`config.mk`:
```
export PLATFORM = sky130hd
export DESIGN_NAME = accel_tilt_angles_with_heading
export DESIGN_NICKNAME = d
export VERILOG_FILES = /design/src/rtl/acctilt_pkg.sv /design/src/rtl/acctilt_cordic.sv /design/src/rtl/acctilt_isqrt.sv /design/src/rtl/accel_tilt_angles_with_heading.sv
export SDC_FILE = /design/constraint.sdc
export NUM_CORES = 2
export LEC_CHECK = 0
export CAP_MARGIN = 10
export CELL_PAD_IN_SITES_DETAIL_PLACEMENT = 1
export CELL_PAD_IN_SITES_GLOBAL_PLACEMENT = 2
export CORE_ASPECT_RATIO = 0.75
export CORE_MARGIN = 10
export CORE_UTILIZATION = 46
export DETAILED_ROUTE_END_ITERATION = 16
export DONT_BUFFER_PORTS = 1
export PLACE_DENSITY = 0.91
export RECOVER_POWER = 25
export REMOVE_ABC_BUFFERS = 1
export SETUP_SLACK_MARGIN = 0.1
export SLEW_MARGIN = 10
export SYNTH_ARGS = -nofsm -noshare
export SYNTH_HDL_FRONTEND = slang
export SYNTH_SLANG_ARGS = --single-unit
```
`constraint.sdc`:
```
create_clock -name i_clk -period 21.8 [get_ports i_clk]
set_input_delay 4.36 -clock i_clk [delete_from_list [all_inputs] [get_ports i_clk]]
set_output_delay 4.36 -clock i_clk [all_outputs]
set_load 0.05 [all_outputs]
```
`src/rtl/acctilt_pkg.sv`:
```
// ----------------------------------------------------------------------------
// acctilt_pkg
// Shared constants, types and the arctangent table for the tilt angle block.
// ----------------------------------------------------------------------------
package acctilt_pkg;

    localparam int ACCEL_WIDTH_DEF       = 12;
    localparam int ANGLE_FRAC_BITS_DEF   = 7;
    localparam int CORDIC_ITERATIONS_DEF = 16;

    localparam int ATAN_TAB_LEN  = 24;
    localparam int ATAN_TAB_W    = 22;
    localparam int INV_GAIN_Q14  = 9949;
    localparam int TRIG_SHIFT    = 14;
    localparam int DEG_SHIFT     = 16;
    localparam int HALF_TURN     = 180 * 65536;
    localparam int HEADING_WIDTH = 9;

    typedef struct packed {
        logic start;
        logic rotate;
    } t_cordic_ctl;

    // atan(2^-i) in 2^-16 degree, rounded to nearest.
    function automatic logic [ATAN_TAB_W-1:0] atan_tab(input logic [4:0] idx);
        logic [ATAN_TAB_W-1:0] v;
        unique case (idx)
            5'd0:  v = 22'd2949120;
            5'd1:  v = 22'd1740967;
            5'd2:  v = 22'd919879;
            5'd3:  v = 22'd466945;
            5'd4:  v = 22'd234379;
            5'd5:  v = 22'd117304;
            5'd6:  v = 22'd58666;
            5'd7:  v = 22'd29335;
            5'd8:  v = 22'd14668;
            5'd9:  v = 22'd7334;
            5'd10: v = 22'd3667;
            5'd11: v = 22'd1833;
            5'd12: v = 22'd917;
            5'd13: v = 22'd458;
            5'd14: v = 22'd229;
            5'd15: v = 22'd115;
            5'd16: v = 22'd57;
            5'd17: v = 22'd29;
            5'd18: v = 22'd14;
            5'd19: v = 22'd7;
            5'd20: v = 22'd4;
            5'd21: v = 22'd2;
            5'd22: v = 22'd1;
            default: v = 22'd0;
        endcase
        return v;
    endfunction

endpackage

```
`src/rtl/acctilt_cordic.sv`:
```
// ----------------------------------------------------------------------------
// acctilt_cordic
// Iterative CORDIC, one micro-rotation per cycle, rotation or vectoring mode.
// ----------------------------------------------------------------------------
module acctilt_cordic
    import acctilt_pkg::*;
#(
    parameter int CW  = 31,
    parameter int AW  = 26,
    parameter int NIT = 16
) (
    input  logic                 i_clk,
    input  logic                 i_rst_n,
    input  t_cordic_ctl          i_ctl,
    input  logic signed [CW-1:0] i_x,
    input  logic signed [CW-1:0] i_y,
    input  logic signed [AW-1:0] i_ang,
    output logic signed [CW-1:0] o_x,
    output logic signed [AW-1:0] o_ang,
    output logic signed [CW-1:0] o_y,
    output logic                 o_done
);

    localparam int IW = $clog2(NIT);

    logic                 r_busy;
    logic                 r_done;
    logic                 r_rot;
    logic [IW-1:0]        r_it;
    logic signed [CW-1:0] r_x;
    logic signed [CW-1:0] r_y;
    logic signed [AW-1:0] r_ang;

    logic signed [CW-1:0] s_dx;
    logic signed [CW-1:0] s_dy;
    logic signed [AW-1:0] s_tab;
    logic                 s_sub;

    always_comb begin
        s_dx  = r_y >>> r_it;
        s_dy  = r_x >>> r_it;
        s_tab = signed'(AW'(atan_tab(5'(r_it))));
        // Rotation steers by the residual angle, vectoring by the sign of y.
        s_sub = r_rot ? !r_ang[AW-1] : r_y[CW-1];
    end

    always_ff @(posedge i_clk) begin
        if (!i_rst_n) begin
            r_busy <= 1'b0;
            r_done <= 1'b0;
        end else begin
            r_done <= 1'b0;
            if (i_ctl.start) begin
                r_busy <= 1'b1;
                r_it   <= '0;
                r_rot  <= i_ctl.rotate;
                r_x    <= i_x;
                r_y    <= i_y;
                r_ang  <= i_ang;
            end else if (r_busy) begin
                if (s_sub) begin
                    r_x   <= r_x - s_dx;
                    r_y   <= r_y + s_dy;
                    r_ang <= r_ang - s_tab;
                end else begin
                    r_x   <= r_x + s_dx;
                    r_y   <= r_y - s_dy;
                    r_ang <= r_ang + s_tab;
                end
                if (r_it == IW'(NIT - 1)) begin
                    r_busy <= 1'b0;
                    r_done <= 1'b1;
                end else begin
                    r_it <= r_it + 1'b1;
                end
            end
        end
    end

    assign o_x    = r_x;
    assign o_y    = r_y;
    assign o_ang  = r_ang;
    assign o_done = r_done;

endmodule

```
`src/rtl/acctilt_isqrt.sv`:
```
// ----------------------------------------------------------------------------
// acctilt_isqrt
// Bit-serial integer square root, two radicand bits per cycle, floor result.
// ----------------------------------------------------------------------------
module acctilt_isqrt #(
    parameter int SQW = 54
) (
    input  logic               i_clk,
    input  logic               i_rst_n,
    input  logic               i_start,
    input  logic [SQW-1:0]     i_val,
    output logic [SQW/2-1:0]   o_root,
    output logic               o_valid
);

    logic           r_busy;
    logic           r_valid;
    logic [SQW-1:0] r_v;
    logic [SQW-1:0] r_res;
    logic [SQW-1:0] r_bit;

    logic [SQW-1:0] s_trial;
    logic           s_ge;

    always_comb begin
        s_trial = r_res + r_bit;
        s_ge    = r_v >= s_trial;
    end

    always_ff @(posedge i_clk) begin
        if (!i_rst_n) begin
            r_busy  <= 1'b0;
            r_valid <= 1'b0;
        end else begin
            if (i_start) begin
                r_busy  <= 1'b1;
                r_valid <= 1'b0;
                r_v     <= i_val;
                r_res   <= '0;
                r_bit   <= {2'b01, {(SQW-2){1'b0}}};
            end else if (r_busy) begin
                if (s_ge) begin
                    r_v   <= r_v - s_trial;
                    r_res <= (r_res >> 1) + r_bit;
                end else begin
                    r_res <= r_res >> 1;
                end
                r_bit <= r_bit >> 2;
                // The last step is the one that weighs the lowest bit pair.
                if (r_bit[0]) begin
                    r_busy  <= 1'b0;
                    r_valid <= 1'b1;
                end
            end
        end
    end

    assign o_root  = r_res[SQW/2-1:0];
    assign o_valid = r_valid;

endmodule

```
`src/rtl/accel_tilt_angles_with_heading.sv`:
```
// ----------------------------------------------------------------------------
// accel_tilt_angles_with_heading
// Roll, pitch and yaw from one accelerometer sample turned by compass heading.
// ----------------------------------------------------------------------------
// One sample is taken at a time; the input is not ready until the sample has
// been worked through. One CORDIC unit runs three passes in turn (sine and
// cosine of the relative heading, the roll arctangent, the pitch arctangent).
// A single multiplier forms the mixed axes and squares in states S_M0 to S_M5.
// A two-bits-per-cycle square root of ACCEL_WIDTH + 15 steps starts with the
// roll pass, and the pitch pass waits for it. The finished angles sit in an
// output register, so a new sample can be accepted while the previous result
// waits to be taken. Angles are in 1/2^ANGLE_FRAC_BITS degree, wrapped to
// [0,360). A sample with zero_button set stores its heading as the new zero,
// so its yaw is zero.
module accel_tilt_angles_with_heading
    import acctilt_pkg::*;
#(
    parameter int ACCEL_WIDTH       = ACCEL_WIDTH_DEF,
    parameter int ANGLE_FRAC_BITS   = ANGLE_FRAC_BITS_DEF,
    parameter int CORDIC_ITERATIONS = CORDIC_ITERATIONS_DEF
) (
    input  logic                          i_clk,
    input  logic                          i_rst_n,
    input  logic                          s_axis_tvalid,
    output logic                          s_axis_tready,
    // heading[8:0], accel_x, accel_y, accel_z, then zero fill
    input  logic [((HEADING_WIDTH+3*ACCEL_WIDTH+7)/8)*8-1:0] s_axis_tdata,
    // zero_button
    input  logic                          s_axis_tuser,
    output logic                          m_axis_tvalid,
    input  logic                          m_axis_tready,
    // roll_angle[15:0], pitch_angle[31:16], yaw_angle[47:32]
    output logic [47:0]                   m_axis_tdata
);

    localparam int A    = ACCEL_WIDTH;
    localparam int F    = ANGLE_FRAC_BITS;
    localparam int NIT  = (CORDIC_ITERATIONS < ATAN_TAB_LEN) ? CORDIC_ITERATIONS
                                                             : ATAN_TAB_LEN;
    localparam int TW   = 17;
    localparam int MW   = A + 16;
    localparam int CW   = A + 19;
    localparam int AW   = 26;
    localparam int SQW  = 2 * A + 30;
    localparam int SH   = 16 - F;
    localparam int HALF = (1 << SH) >> 1;
    localparam int FULL = 360 << F;
    localparam int YW   = (HEADING_WIDTH + F > 16) ? HEADING_WIDTH + F : 16;

    localparam logic [3:0] S_IDLE  = 4'd0;
    localparam logic [3:0] S_MOD   = 4'd1;
    localparam logic [3:0] S_SC    = 4'd2;
    localparam logic [3:0] S_M0    = 4'd3;
    localparam logic [3:0] S_M1    = 4'd4;
    localparam logic [3:0] S_M2    = 4'd5;
    localparam logic [3:0] S_M3    = 4'd6;
    localparam logic [3:0] S_M4    = 4'd7;
    localparam logic [3:0] S_M5    = 4'd8;
    localparam logic [3:0] S_ROLL  = 4'd9;
    localparam logic [3:0] S_RW    = 4'd10;
    localparam logic [3:0] S_PITCH = 4'd11;
    localparam logic [3:0] S_PW    = 4'd12;
    localparam logic [3:0] S_OUT   = 4'd13;

    logic [3:0]                r_state;
    logic [3:0]                n_state;
    logic [HEADING_WIDTH-1:0]  r_off;
    logic signed [9:0]         r_phi;
    logic signed [A-1:0]       r_x;
    logic signed [A-1:0]       r_y;
    logic signed [A-1:0]       r_z;
    logic                      r_neg;
    logic [8:0]                r_yaw;
    logic signed [TW-1:0]      r_co;
    logic signed [TW-1:0]      r_si;
    logic signed [MW-1:0]      r_xs;
    logic signed [MW-1:0]      r_ys;
    logic [SQW-1:0]            r_sq;
    logic                      r_zero;
    logic signed [AW-1:0]      r_roll;
    logic signed [AW-1:0]      r_pitch;
    logic                      r_ovalid;
    logic [47:0]               r_odata;

    // Input field views
    logic [HEADING_WIDTH-1:0]  s_head;
    logic signed [A-1:0]       s_ax;
    logic signed [A-1:0]       s_ay;
    logic signed [A-1:0]       s_az;
    logic [HEADING_WIDTH-1:0]  s_off_new;
    logic                      s_in_xfer;
    logic                      s_out_load;

    // Heading reduction and fold
    logic signed [10:0]        s_p1;
    logic signed [10:0]        s_p2;
    logic signed [10:0]        s_p3;
    logic [8:0]                s_pm;
    logic signed [9:0]         s_fold;
    logic                      s_fneg;

    // Shared multiplier
    logic signed [MW-1:0]      s_ma;
    logic signed [MW-1:0]      s_mb;
    logic signed [2*MW-1:0]    s_prod;

    // Arctangent argument preparation
    logic signed [CW-1:0]      s_vx;
    logic signed [CW-1:0]      s_vy;
    logic                      s_pzero;
    logic signed [CW-1:0]      s_px;
    logic signed [CW-1:0]      s_py;
    logic signed [AW-1:0]      s_pacc;

    // CORDIC and square root hookup
    t_cordic_ctl               s_cctl;
    logic signed [CW-1:0]      s_cx;
    logic signed [CW-1:0]      s_cy;
    logic signed [AW-1:0]      s_cang;
    logic signed [CW-1:0]      c_x;
    logic signed [CW-1:0]      c_y;
    logic signed [AW-1:0]      c_ang;
    logic                      c_done;
    logic                      s_sq_start;
    logic [SQW/2-1:0]          q_root;
    logic                      q_valid;

    logic signed [AW-1:0]      s_roll_fin;
    logic [15:0]               s_roll_out;
    logic [15:0]               s_pitch_out;
    logic [YW-1:0]             s_yaw_out;

    function automatic logic [15:0] to_out(input logic signed [AW-1:0] ang);
        logic signed [AW:0] s;
        logic signed [AW:0] r;
        s = AW'(ang) + (AW+1)'(HALF);
        r = s >>> SH;
        if (r < 0) begin
            r = r + (AW+1)'(FULL);
        end
        return r[15:0];
    endfunction

    assign s_head    = s_axis_tdata[HEADING_WIDTH-1:0];
    assign s_ax      = s_axis_tdata[HEADING_WIDTH+A-1:HEADING_WIDTH];
    assign s_ay      = s_axis_tdata[HEADING_WIDTH+2*A-1:HEADING_WIDTH+A];
    assign s_az      = s_axis_tdata[HEADING_WIDTH+3*A-1:HEADING_WIDTH+2*A];
    assign s_off_new = s_axis_tuser ? s_head : r_off;

    assign s_axis_tready = (r_state == S_IDLE);
    assign s_in_xfer     = s_axis_tvalid && s_axis_tready;
    assign s_out_load    = (r_state == S_OUT) && (!r_ovalid || m_axis_tready);

    // phi lies in [-511,511]; two conditional adds and one subtract bring it
    // into [0,360).
    always_comb begin
        s_p1 = r_phi[9] ? 11'(r_phi) + 11'sd360 : 11'(r_phi);
        s_p2 = s_p1[10] ? s_p1 + 11'sd360 : s_p1;
        s_p3 = (s_p2 >= 11'sd360) ? s_p2 - 11'sd360 : s_p2;
        s_pm = s_p3[8:0];
        if (s_pm > 9'd90 && s_pm <= 9'd270) begin
            s_fold = signed'(10'(s_pm)) - 10'sd180;
            s_fneg = 1'b1;
        end else if (s_pm > 9'd270) begin
            s_fold = signed'(10'(s_pm)) - 10'sd360;
            s_fneg = 1'b0;
        end else begin
            s_fold = signed'(10'(s_pm));
            s_fneg = 1'b0;
        end
    end

    always_comb begin
        s_ma = '0;
        s_mb = '0;
        unique case (r_state)
            S_M0:    begin s_ma = MW'(r_co); s_mb = MW'(r_x); end
            S_M1:    begin s_ma = MW'(r_si); s_mb = MW'(r_y); end
            S_M2:    begin s_ma = MW'(r_si); s_mb = MW'(r_x); end
            S_M3:    begin s_ma = MW'(r_co); s_mb = MW'(r_y); end
            S_M4:    begin s_ma = r_ys;      s_mb = r_ys;     end
            S_M5:    begin
                s_ma = MW'(r_z) <<< TRIG_SHIFT;
                s_mb = MW'(r_z) <<< TRIG_SHIFT;
            end
            default: begin s_ma = '0; s_mb = '0; end
        endcase
        s_prod = s_ma * s_mb;
    end

    // Arguments of atan2(y, x): a negative x is turned by half a turn first.
    always_comb begin
        if (r_state == S_PITCH) begin
            s_vy = CW'(r_xs);
            s_vx = signed'(CW'(q_root));
        end else begin
            s_vy = CW'(r_ys);
            s_vx = -(CW'(r_z) <<< TRIG_SHIFT);
        end
        s_pzero = (s_vx == '0) && (s_vy == '0);
        if (s_vx[CW-1]) begin
            s_px   = -s_vx;
            s_py   = -s_vy;
            s_pacc = s_vy[CW-1] ? -AW'(HALF_TURN) : AW'(HALF_TURN);
        end else begin
            s_px   = s_vx;
            s_py   = s_vy;
            s_pacc = '0;
        end
    end

    always_comb begin
        s_cctl.start  = 1'b0;
        s_cctl.rotate = 1'b0;
        s_cx          = s_px;
        s_cy          = s_py;
        s_cang        = s_pacc;
        priority if (r_state == S_MOD) begin
            s_cctl.start  = 1'b1;
            s_cctl.rotate = 1'b1;
            s_cx          = CW'(INV_GAIN_Q14);
            s_cy          = '0;
            s_cang        = AW'(s_fold) <<< DEG_SHIFT;
        end else if (r_state == S_ROLL) begin
            s_cctl.start = 1'b1;
        end else if (r_state == S_PITCH && q_valid) begin
            s_cctl.start = 1'b1;
        end else begin
            s_cctl.start = 1'b0;
        end
    end

    assign s_sq_start = (r_state == S_ROLL);

    always_comb begin
        n_state = r_state;
        unique case (r_state)
            S_IDLE:  if (s_in_xfer) begin n_state = S_MOD; end
            S_MOD:   n_state = S_SC;
            S_SC:    if (c_done) begin n_state = S_M0; end
            S_M0:    n_state = S_M1;
            S_M1:    n_state = S_M2;
            S_M2:    n_state = S_M3;
            S_M3:    n_state = S_M4;
            S_M4:    n_state = S_M5;
            S_M5:    n_state = S_ROLL;
            S_ROLL:  n_state = S_RW;
            S_RW:    if (c_done) begin n_state = S_PITCH; end
            S_PITCH: if (q_valid) begin n_state = S_PW; end
            S_PW:    if (c_done) begin n_state = S_OUT; end
            S_OUT:   if (s_out_load) begin n_state = S_IDLE; end
            default: n_state = S_IDLE;
        endcase
    end

    always_comb begin
        s_roll_fin = r_zero ? '0 : c_ang;
        // Roll is mirrored when the z axis points up.
        if (!r_z[A-1] && (r_z != '0)) begin
            s_roll_fin = -s_roll_fin;
        end
        s_roll_out  = to_out(r_roll);
        s_pitch_out = to_out(r_pitch);
        s_yaw_out   = YW'(r_yaw) << F;
    end

    always_ff @(posedge i_clk) begin
        if (!i_rst_n) begin
            r_state  <= S_IDLE;
            r_off    <= '0;
            r_ovalid <= 1'b0;
        end else begin
            r_state <= n_state;
            if (s_in_xfer) begin
                r_off <= s_off_new;
            end
            if (s_out_load) begin
                r_ovalid <= 1'b1;
            end else if (m_axis_tready) begin
                r_ovalid <= 1'b0;
            end
        end
    end

    always_ff @(posedge i_clk) begin
        if (s_in_xfer) begin
            r_phi <= signed'(10'(s_head)) - signed'(10'(s_off_new));
            r_x   <= s_ax;
            r_y   <= s_ay;
            r_z   <= s_az;
        end
        if (r_state == S_MOD) begin
            r_neg <= s_fneg;
            r_yaw <= (s_pm == 9'd0) ? 9'd0 : 9'd360 - s_pm;
        end
        if (r_state == S_SC && c_done) begin
            r_co <= r_neg ? -TW'(c_x) : TW'(c_x);
            r_si <= r_neg ? -TW'(c_y) : TW'(c_y);
        end
        unique case (r_state)
            S_M0:    r_xs <= s_prod[MW-1:0];
            S_M1:    r_xs <= r_xs + s_prod[MW-1:0];
            S_M2:    r_ys <= s_prod[MW-1:0];
            S_M3:    r_ys <= r_ys + s_prod[MW-1:0];
            S_M4:    r_sq <= s_prod[SQW-1:0];
            S_M5:    r_sq <= r_sq + s_prod[SQW-1:0];
            default: ;
        endcase
        if (r_state == S_ROLL || (r_state == S_PITCH && q_valid)) begin
            r_zero <= s_pzero;
        end
        if (r_state == S_RW && c_done) begin
            r_roll <= s_roll_fin;
        end
        if (r_state == S_PW && c_done) begin
            r_pitch <= r_zero ? '0 : c_ang;
        end
        if (s_out_load) begin
            r_odata <= {s_yaw_out[15:0], s_pitch_out, s_roll_out};
        end
    end

    acctilt_cordic #(
        .CW  (CW),
        .AW  (AW),
        .NIT (NIT)
    ) u_cordic (
        .i_clk   (i_clk),
        .i_rst_n (i_rst_n),
        .i_ctl   (s_cctl),
        .i_x     (s_cx),
        .i_y     (s_cy),
        .i_ang   (s_cang),
        .o_x     (c_x),
        .o_y     (c_y),
        .o_ang   (c_ang),
        .o_done  (c_done)
    );

    acctilt_isqrt #(
        .SQW (SQW)
    ) u_isqrt (
        .i_clk   (i_clk),
        .i_rst_n (i_rst_n),
        .i_start (s_sq_start),
        .i_val   (r_sq),
        .o_root  (q_root),
        .o_valid (q_valid)
    );

    assign m_axis_tvalid = r_ovalid;
    assign m_axis_tdata  = r_odata;

`ifndef ASSERT_OFF
    a_busy_after_xfer: assert property (@(posedge i_clk) disable iff (!i_rst_n)
        s_in_xfer |=> r_state == S_MOD)
        else $error("sample transfer did not start the sequencer");

    a_cordic_done_waited: assert property (@(posedge i_clk) disable iff (!i_rst_n)
        c_done |-> (r_state == S_SC || r_state == S_RW || r_state == S_PW))
        else $error("CORDIC finished while the sequencer was not waiting");

    a_out_load_valid: assert property (@(posedge i_clk) disable iff (!i_rst_n)
        s_out_load |=> m_axis_tvalid && r_state == S_IDLE)
        else $error("result load did not raise the output valid");

    a_no_start_while_pending: assert property (@(posedge i_clk) disable iff (!i_rst_n)
        s_sq_start |=> !q_valid)
        else $error("square root result still flagged after a new start");
`endif

endmodule

```
== Word level (Yosys, flattened, before mapping) ==
Memories as Yosys holds them, arrays and structs flattened. A register that Yosys moved wholly into a read port is not among the register bits.
Cells that the tools add are included.
Operators by class
  add/sub/neg operators: 30
  $mul: 1
  divide/modulo/power cells: 0
  magnitude comparators: 7
  equality and inequality tests: 21
  shift-type cells: 2
  mux-type cells: 67
  bitwise operators: 2
  reductions and logical operators: 39
Operators by type and width (number)
  2-to-1 mux 31 bit: 12
  2-to-1 mux 54 bit: 5
  case mux 28 bit (4 select lines): 2
  2-to-1 mux 26 bit: 8
  case mux 28 bit (2 select lines): 2
  case mux 54 bit (2 select lines): 1
  adder 31 bit: 2
  logical NOT 31 bit: 2
  negation 31 bit: 2
  >>> shifter 31 x 4 -> 31 bit: 2
  subtractor 31 bit: 2
  adder 28 bit: 2
  case mux 4 bit (14 select lines): 1
  adder 26 x 10 -> 27 bit, second input constant: 2
  adder 53 x 53 -> 54 bit: 1
  adder 54 x 53 -> 54 bit: 1
  adder 54 bit: 1
  >= comparator 54 bit: 1
  multiplier 28 x 28 -> 54 bit: 1
  subtractor 54 bit: 1
  2-to-1 mux 53 bit: 1
  2-to-1 mux 4 bit: 10
  less-than comparator 18 x 1 -> 1 bit, second input constant: 2
  2-to-1 mux 17 bit: 2
  other kinds (42): 103
Word-level totals
  register bits: 540
  bits in latches: 0
  memory bits (writable): 0
  ROM bits: 352
  input port bits: 53
  output and inout port bits: 50
  memories kept: 1
Memories
  (no name shown): depth 16, width 22, read ports 1, clocked after Yosys merged registers in 1, wr ports 0, RTL line acctilt_pkg.sv:27  | unique case (idx)

== Logic depth before layout (Yosys ltp) ==
  depth after elaboration: 11
  depth in mapped cells: 48
  gate-level depth less buffers: 45

== By module ==
From an unflattened synthesis, not the netlist that was laid out.
Unflattened totals
  cell total of the unflattened synthesis: 8407
  area total of the unflattened synthesis: 75560.0 µm²
By module, submodules not included
  accel_tilt_angles_with_heading: instances 1, cells an instance 5361, area an instance 48825.6 µm²
  acctilt_cordic: instances 1, cells an instance 1631, area an instance 14258.7 µm²
  acctilt_isqrt: instances 1, cells an instance 1415, area an instance 12475.7 µm²

== Worst setup path after synthesis ==
No wires, ideal clock.
  path kind: reg2reg
  from: register r_state[0]
  to: register r_sq[52] (data pin)
  arrival time: 10568 ps
  required time: 21538 ps
  path slack: 10969 ps
  cell stages (with the launch flop): 41
  buffers on the path: 4
  period minus slack after synthesis: 10831 ps
  cell sequence: dfxtp_1 clkbuf_1 xnor2_1 nor3_1 clkbuf_1 buf_1 a221oi_1 clkbuf_1 nor2_1 fa_1 inv_1 fa_1 inv_1 fa_1 fa_1 fa_1 fa_1 fa_1 [... 5 more ...] o21a_1 o21a_1 a21oi_1 o21bai_1 a21o_1 a21oi_1 xnor2_1 ha_1 a21o_1 a21oi_1 a21oi_1 a221o_1 a21oi_1 a211oi_1 o41a_1 mux2i_1 a311oi_1 nand2_1
Between the ends
  longest elaborated chain between the ends: 6
RTL lines
  from (decl): RTL line accel_tilt_angles_with_heading.sv:65  | logic [3:0] r_state;
  from (signal assigned): RTL line accel_tilt_angles_with_heading.sv:273  | r_state <= n_state;
  equality test 4 x 3 -> 1 bit or equality test 4 x 2 -> 1 bit (tied branches): RTL line accel_tilt_angles_with_heading.sv:176  | unique case (r_state)
  OR reduction 2 bit (no line)
  case mux 28 bit (4 select lines): RTL line accel_tilt_angles_with_heading.sv:176
  multiplier 28 x 28 -> 54 bit: RTL line accel_tilt_angles_with_heading.sv:188  | s_prod = s_ma * s_mb;
  adder 54 bit: RTL line accel_tilt_angles_with_heading.sv:306  | S_M5: r_sq <= r_sq + s_prod[SQW-1:0];
  case mux 54 bit (2 select lines) (*): RTL line accel_tilt_angles_with_heading.sv:300  | unique case (r_state)
  to (signal assigned): RTL line accel_tilt_angles_with_heading.sv:305  | S_M4: r_sq <= s_prod[SQW-1:0];
  to (signal assigned): RTL line accel_tilt_angles_with_heading.sv:306
  to (decl): RTL line accel_tilt_angles_with_heading.sv:78  | logic [SQW-1:0] r_sq;
Mark *: on every way between the ends. The rest lies on a longest branch, timed or not.
A chain may end at the register's enable or synchronous reset.

== Worst setup path in the final report ==
Ends and elaborated chain as after synthesis.

==> flow_summary.ini <==
[die]
floorplan.die.height_um = 363.5
design.die.area_sq_um = 173800
coreArea_sq_um = 155600
start_util = 0.4651
ios = 103
chipWidth_um = 478.0
number_of_placement_rows = 125

[routing]
drt.antenna.violating_nets = 0
via_count = 60800
via_per_inst = 6.101
routed_wl_um = 257000
drt_iter0_markers = 5659
length_of_the_first_detailed_routing_pass_in_iterations = 5
route.detailed.drc = 0
drt-wirelength-per-cell_um = 25.78

[critical_path]
reg2reg_from = r_state[0]
critPathLaunch = r_state[0]
timing.critical_path.slowest_stage_cell = sky130_fd_sc_hd__clkbuf_1
worst-r2r-cell-count = 40
rr_endpoint = r_sq[52]
cp_data_required_time_ns = 22.21
timing_worst_setup_path_type = flip-flop to flip-flop
end_kind = flip-flop
worst_setup_path_start_kind = flip-flop
crit_arrival_ns = 15.10
timing.critical_path.mode_cell = sky130_fd_sc_hd__fa_1
reg2reg_slack_ns = 7.11
critPathMaxFanout = 33
worst_path_largest_cell_delay_ns = 1.23
worst_setup_path_endpoint = r_sq[52]

[finish]
final_design_area_no_fill_sq_um = 77100
mostFrequentLayoutCell = sky130_fd_sc_hd__nand2_1
antennaDiodeCount = 0
drive_above_1_share = 0.05450
finalNonFillerCells = 9967
final_util = 0.4954
mostFrequentLayoutCells = sky130_fd_sc_hd__nand2_1 (903), sky130_fd_sc_hd__inv_1 (894), sky130_fd_sc_hd__nor2_1 (837)
final.fill_count = 17950
layout-area-overhead-vs-synth_pct = 6.533
layout.nets = 9210

[yosys]
synth_compound_area_frac = 0.1415
synth_sequential_area_ratio = 0.2210
post_synth_xor_area_fraction = 0.07327
ys_types = 104
synth_cells = 7952
synth.top_cells.by_area = sky130_fd_sc_hd__fa_1 (22%), sky130_fd_sc_hd__edfxtp_1 (21%), sky130_fd_sc_hd__ha_1 (9.1%), sky130_fd_sc_hd__nand2_1 (4.7%), sky130_fd_sc_hd__inv_1 (4.6%)
synthArstFlopShare = 0
post_synth_and_or_nand_nor_area_fraction = 0.1489
netlist.area_leader.share = 0.2249
synthAdderAreaFrac = 0.3162
postSynthRegisterBits = 546
synthFlopType = sky130_fd_sc_hd__edfxtp_1
netlist_area_sq_um = 72370
yosysTopAreaCell = sky130_fd_sc_hd__fa_1
synth.area.mux_share = 0.03347
main_combinational_cell_family_by_area_after_synthesis = adder cells
yosys_warnings = 0
syn-mean-instance-area_sq_um = 9.101
synth-edff-count = 506

[clock_tree]
htree_num_levels = 3
worstSkewPairLatency_ns = 0.69
clkTransAtPathRegs_ns = 0.06
clock_tree.root_cell = sky130_fd_sc_hd__clkbuf_16
cts-resized-gates = 0
cts_made_buffers = 70
ctsHoldBuffers = 0
clock_sink_count = 546
cts.repair_timing.setup_buffer_count = 0
cts_max_path_buffers = 3
clock_tree_from_tritoncts = yes

[pwr]
switchingPower_mw = 2.018
clockPowerShare = 0.241
swShare = 0.4116
seq_power_share = 0.298
worst_ir_drop_vdd_mv = 0.06463
cell_internal_pwr_mw = 2.885
power.density_nw_per_um2 = 63.59
p_total_mw = 4.903
power.leakage_nw = 33.68
comb_power_share = 0.461

[sta]
fin_ws_ns = 7.111
slew_viol_final = 246
timing.final.crit_period_ns = 14.69
report.final.setup_viol = 0
grt_setup_unrepaired = no
setup_total_negative_slack_ns = 0
slew-limit-headroom = -0.6520
clock-skew-final_ns = 0.04052
achievable-frequency_mhz = 68.08
least_margin_pin_slew_ns = 2.478
worst_hold_slack_ns = 0.4224
crit_share_post_route = 0.6738
finalHoldViolCount = 0

[job]
maxCapViolCount = 7

[grt]
globalRoute.totalOverflow = 0
wire_length_of_the_first_global_routing_pass_um = 393300
antenna_violations_before_repair = 17
number_of_global_route_vias_before_repair = 64000
grt_start_max_net_pins = 77
total_grt_usage = 0.2900

[worst_hold_path]
min_from = r_yaw[7]
hold_path_class = flip-flop to flip-flop

[place]
dpl_cell_area_sq_um = 74940
place_hpwl_um = 200600
portBuffers = 0
gp_congestion = 0.9592
setup_slack_placement_ns = 8.457
dpl.cell_count = 9839

[status]
violations = capacitance limit, slew limit
result_of_the_run = finished, violations left
[layer usage]
metal | track usage | vias up | routed length [um]
li1 | - | 26670 | -
met1 | 0.4110 | 31260 | 111900
met2 | 0.4399 | 2366 | 111500
met3 | 0.06913 | 496 | 24760
met4 | 0.08581 | 16 | 8652
met5 | 0 | - | 138
[cell usage after synthesis (93+ instances only)]
master,count
sky130_fd_sc_hd__nor2_1,839
sky130_fd_sc_hd__inv_1,896
sky130_fd_sc_hd__a21oi_1,465
sky130_fd_sc_hd__and2_1,97
sky130_fd_sc_hd__nor3_1,95
sky130_fd_sc_hd__nand2_1,905
sky130_fd_sc_hd__a21o_1,147
sky130_fd_sc_hd__xnor2_1,351
sky130_fd_sc_hd__xor2_1,250
sky130_fd_sc_hd__clkbuf_1,292
sky130_fd_sc_hd__ha_1,528
sky130_fd_sc_hd__edfxtp_1,506
sky130_fd_sc_hd__nand3_1,93
sky130_fd_sc_hd__fa_1,813
sky130_fd_sc_hd__o21ai_0,387
[kinds of logic (layout without fill, tap and decap cells)]
logic type / count (synthesis) / in the layout
AO/OA/AOI/OAI: 1622 / 1622
XOR/XNOR: 603 / 603
adder cells (fa/ha/maj): 1341 / 1341
buffers and inverters: 1245 / 1159
flip-flops: 546 / 546
multiplexers: 158 / 158
other: 1 / 7
AND/OR/NAND/NOR: 2436 / 2436
[worst max-delay path, delay by kind of cell (launching register included)]
kind | cells | cell delay [ns]
compound gates | 17 | 5.81
xor+xnor | 1 | 0.31
fa+ha+maj | 10 | 4.42
buf+inv | 6 | 1.51
flops | 1 | 0.79
mux | 1 | 0.13
simple gates | 5 | 1.39
[worst min-delay path by stage]
| stage | endpoint | slack (ns) | depth (start not counted) |
|---|---|---|---|
| after floorplan | m_axis_tdata[39] | 0.40 | 0 |
| after global placement | m_axis_tdata[47] | 0.41 | 0 |
| after detailed placement | m_axis_tdata[46] | 0.41 | 0 |
| after CTS | m_axis_tdata[46] | 0.42 | 0 |
| after global routing | m_axis_tdata[42] | 0.43 | 0 |
| final | m_axis_tdata[46] | 0.42 | 0 |
[flip-flops by register name (all words and copies together), names as in the netlist, 12 cells and up]
| signal | count |
|---|---|
| r_sq | 54 |
| u_isqrt.r_res | 54 |
| u_isqrt.r_v | 54 |
| m_axis_tdata | 41 |
| u_cordic.o_x | 31 |
| u_cordic.o_y | 31 |
| r_xs | 28 |
| r_ys | 28 |
| u_isqrt.r_bit | 27 |
| u_cordic.o_ang | 26 |
| u_cordic.s_tab | 22 |
| r_pitch | 18 |
| r_roll | 18 |
| r_co | 17 |
| r_si | 17 |
| r_x | 12 |
| r_y | 12 |
| r_z | 12 |
[power by group through the flow]
stage / registers (mW) / clock network (mW) / logic (mW)
2_1_floorplan: 1.42 / 0 / 1.62
3_3_place_gp: 1.47 / 0 / 2.11
3_5_place_dp: 1.48 / 0 / 2.20
4_1_cts: 1.46 / 1.20 / 2.23
5_1_grt: 1.47 / 1.24 / 2.48
6_report: 1.46 / 1.18 / 2.26
[area by class of cell]
class / instances / area [sq um] / area share
repair buffers: 131 / 945.9 / 0.01227
well taps: 2095 / 2621 / 0.03400
clock inverters: 45 / 376.6 / 0.004885
clock buffers: 83 / 1843 / 0.02390
multi-input cells: 6167 / 51940 / 0.6737
inverters: 900 / 3379 / 0.04383
flip-flops and latches: 546 / 16000 / 0.2075
No activity file was read; power rests on OpenSTA's default activity.
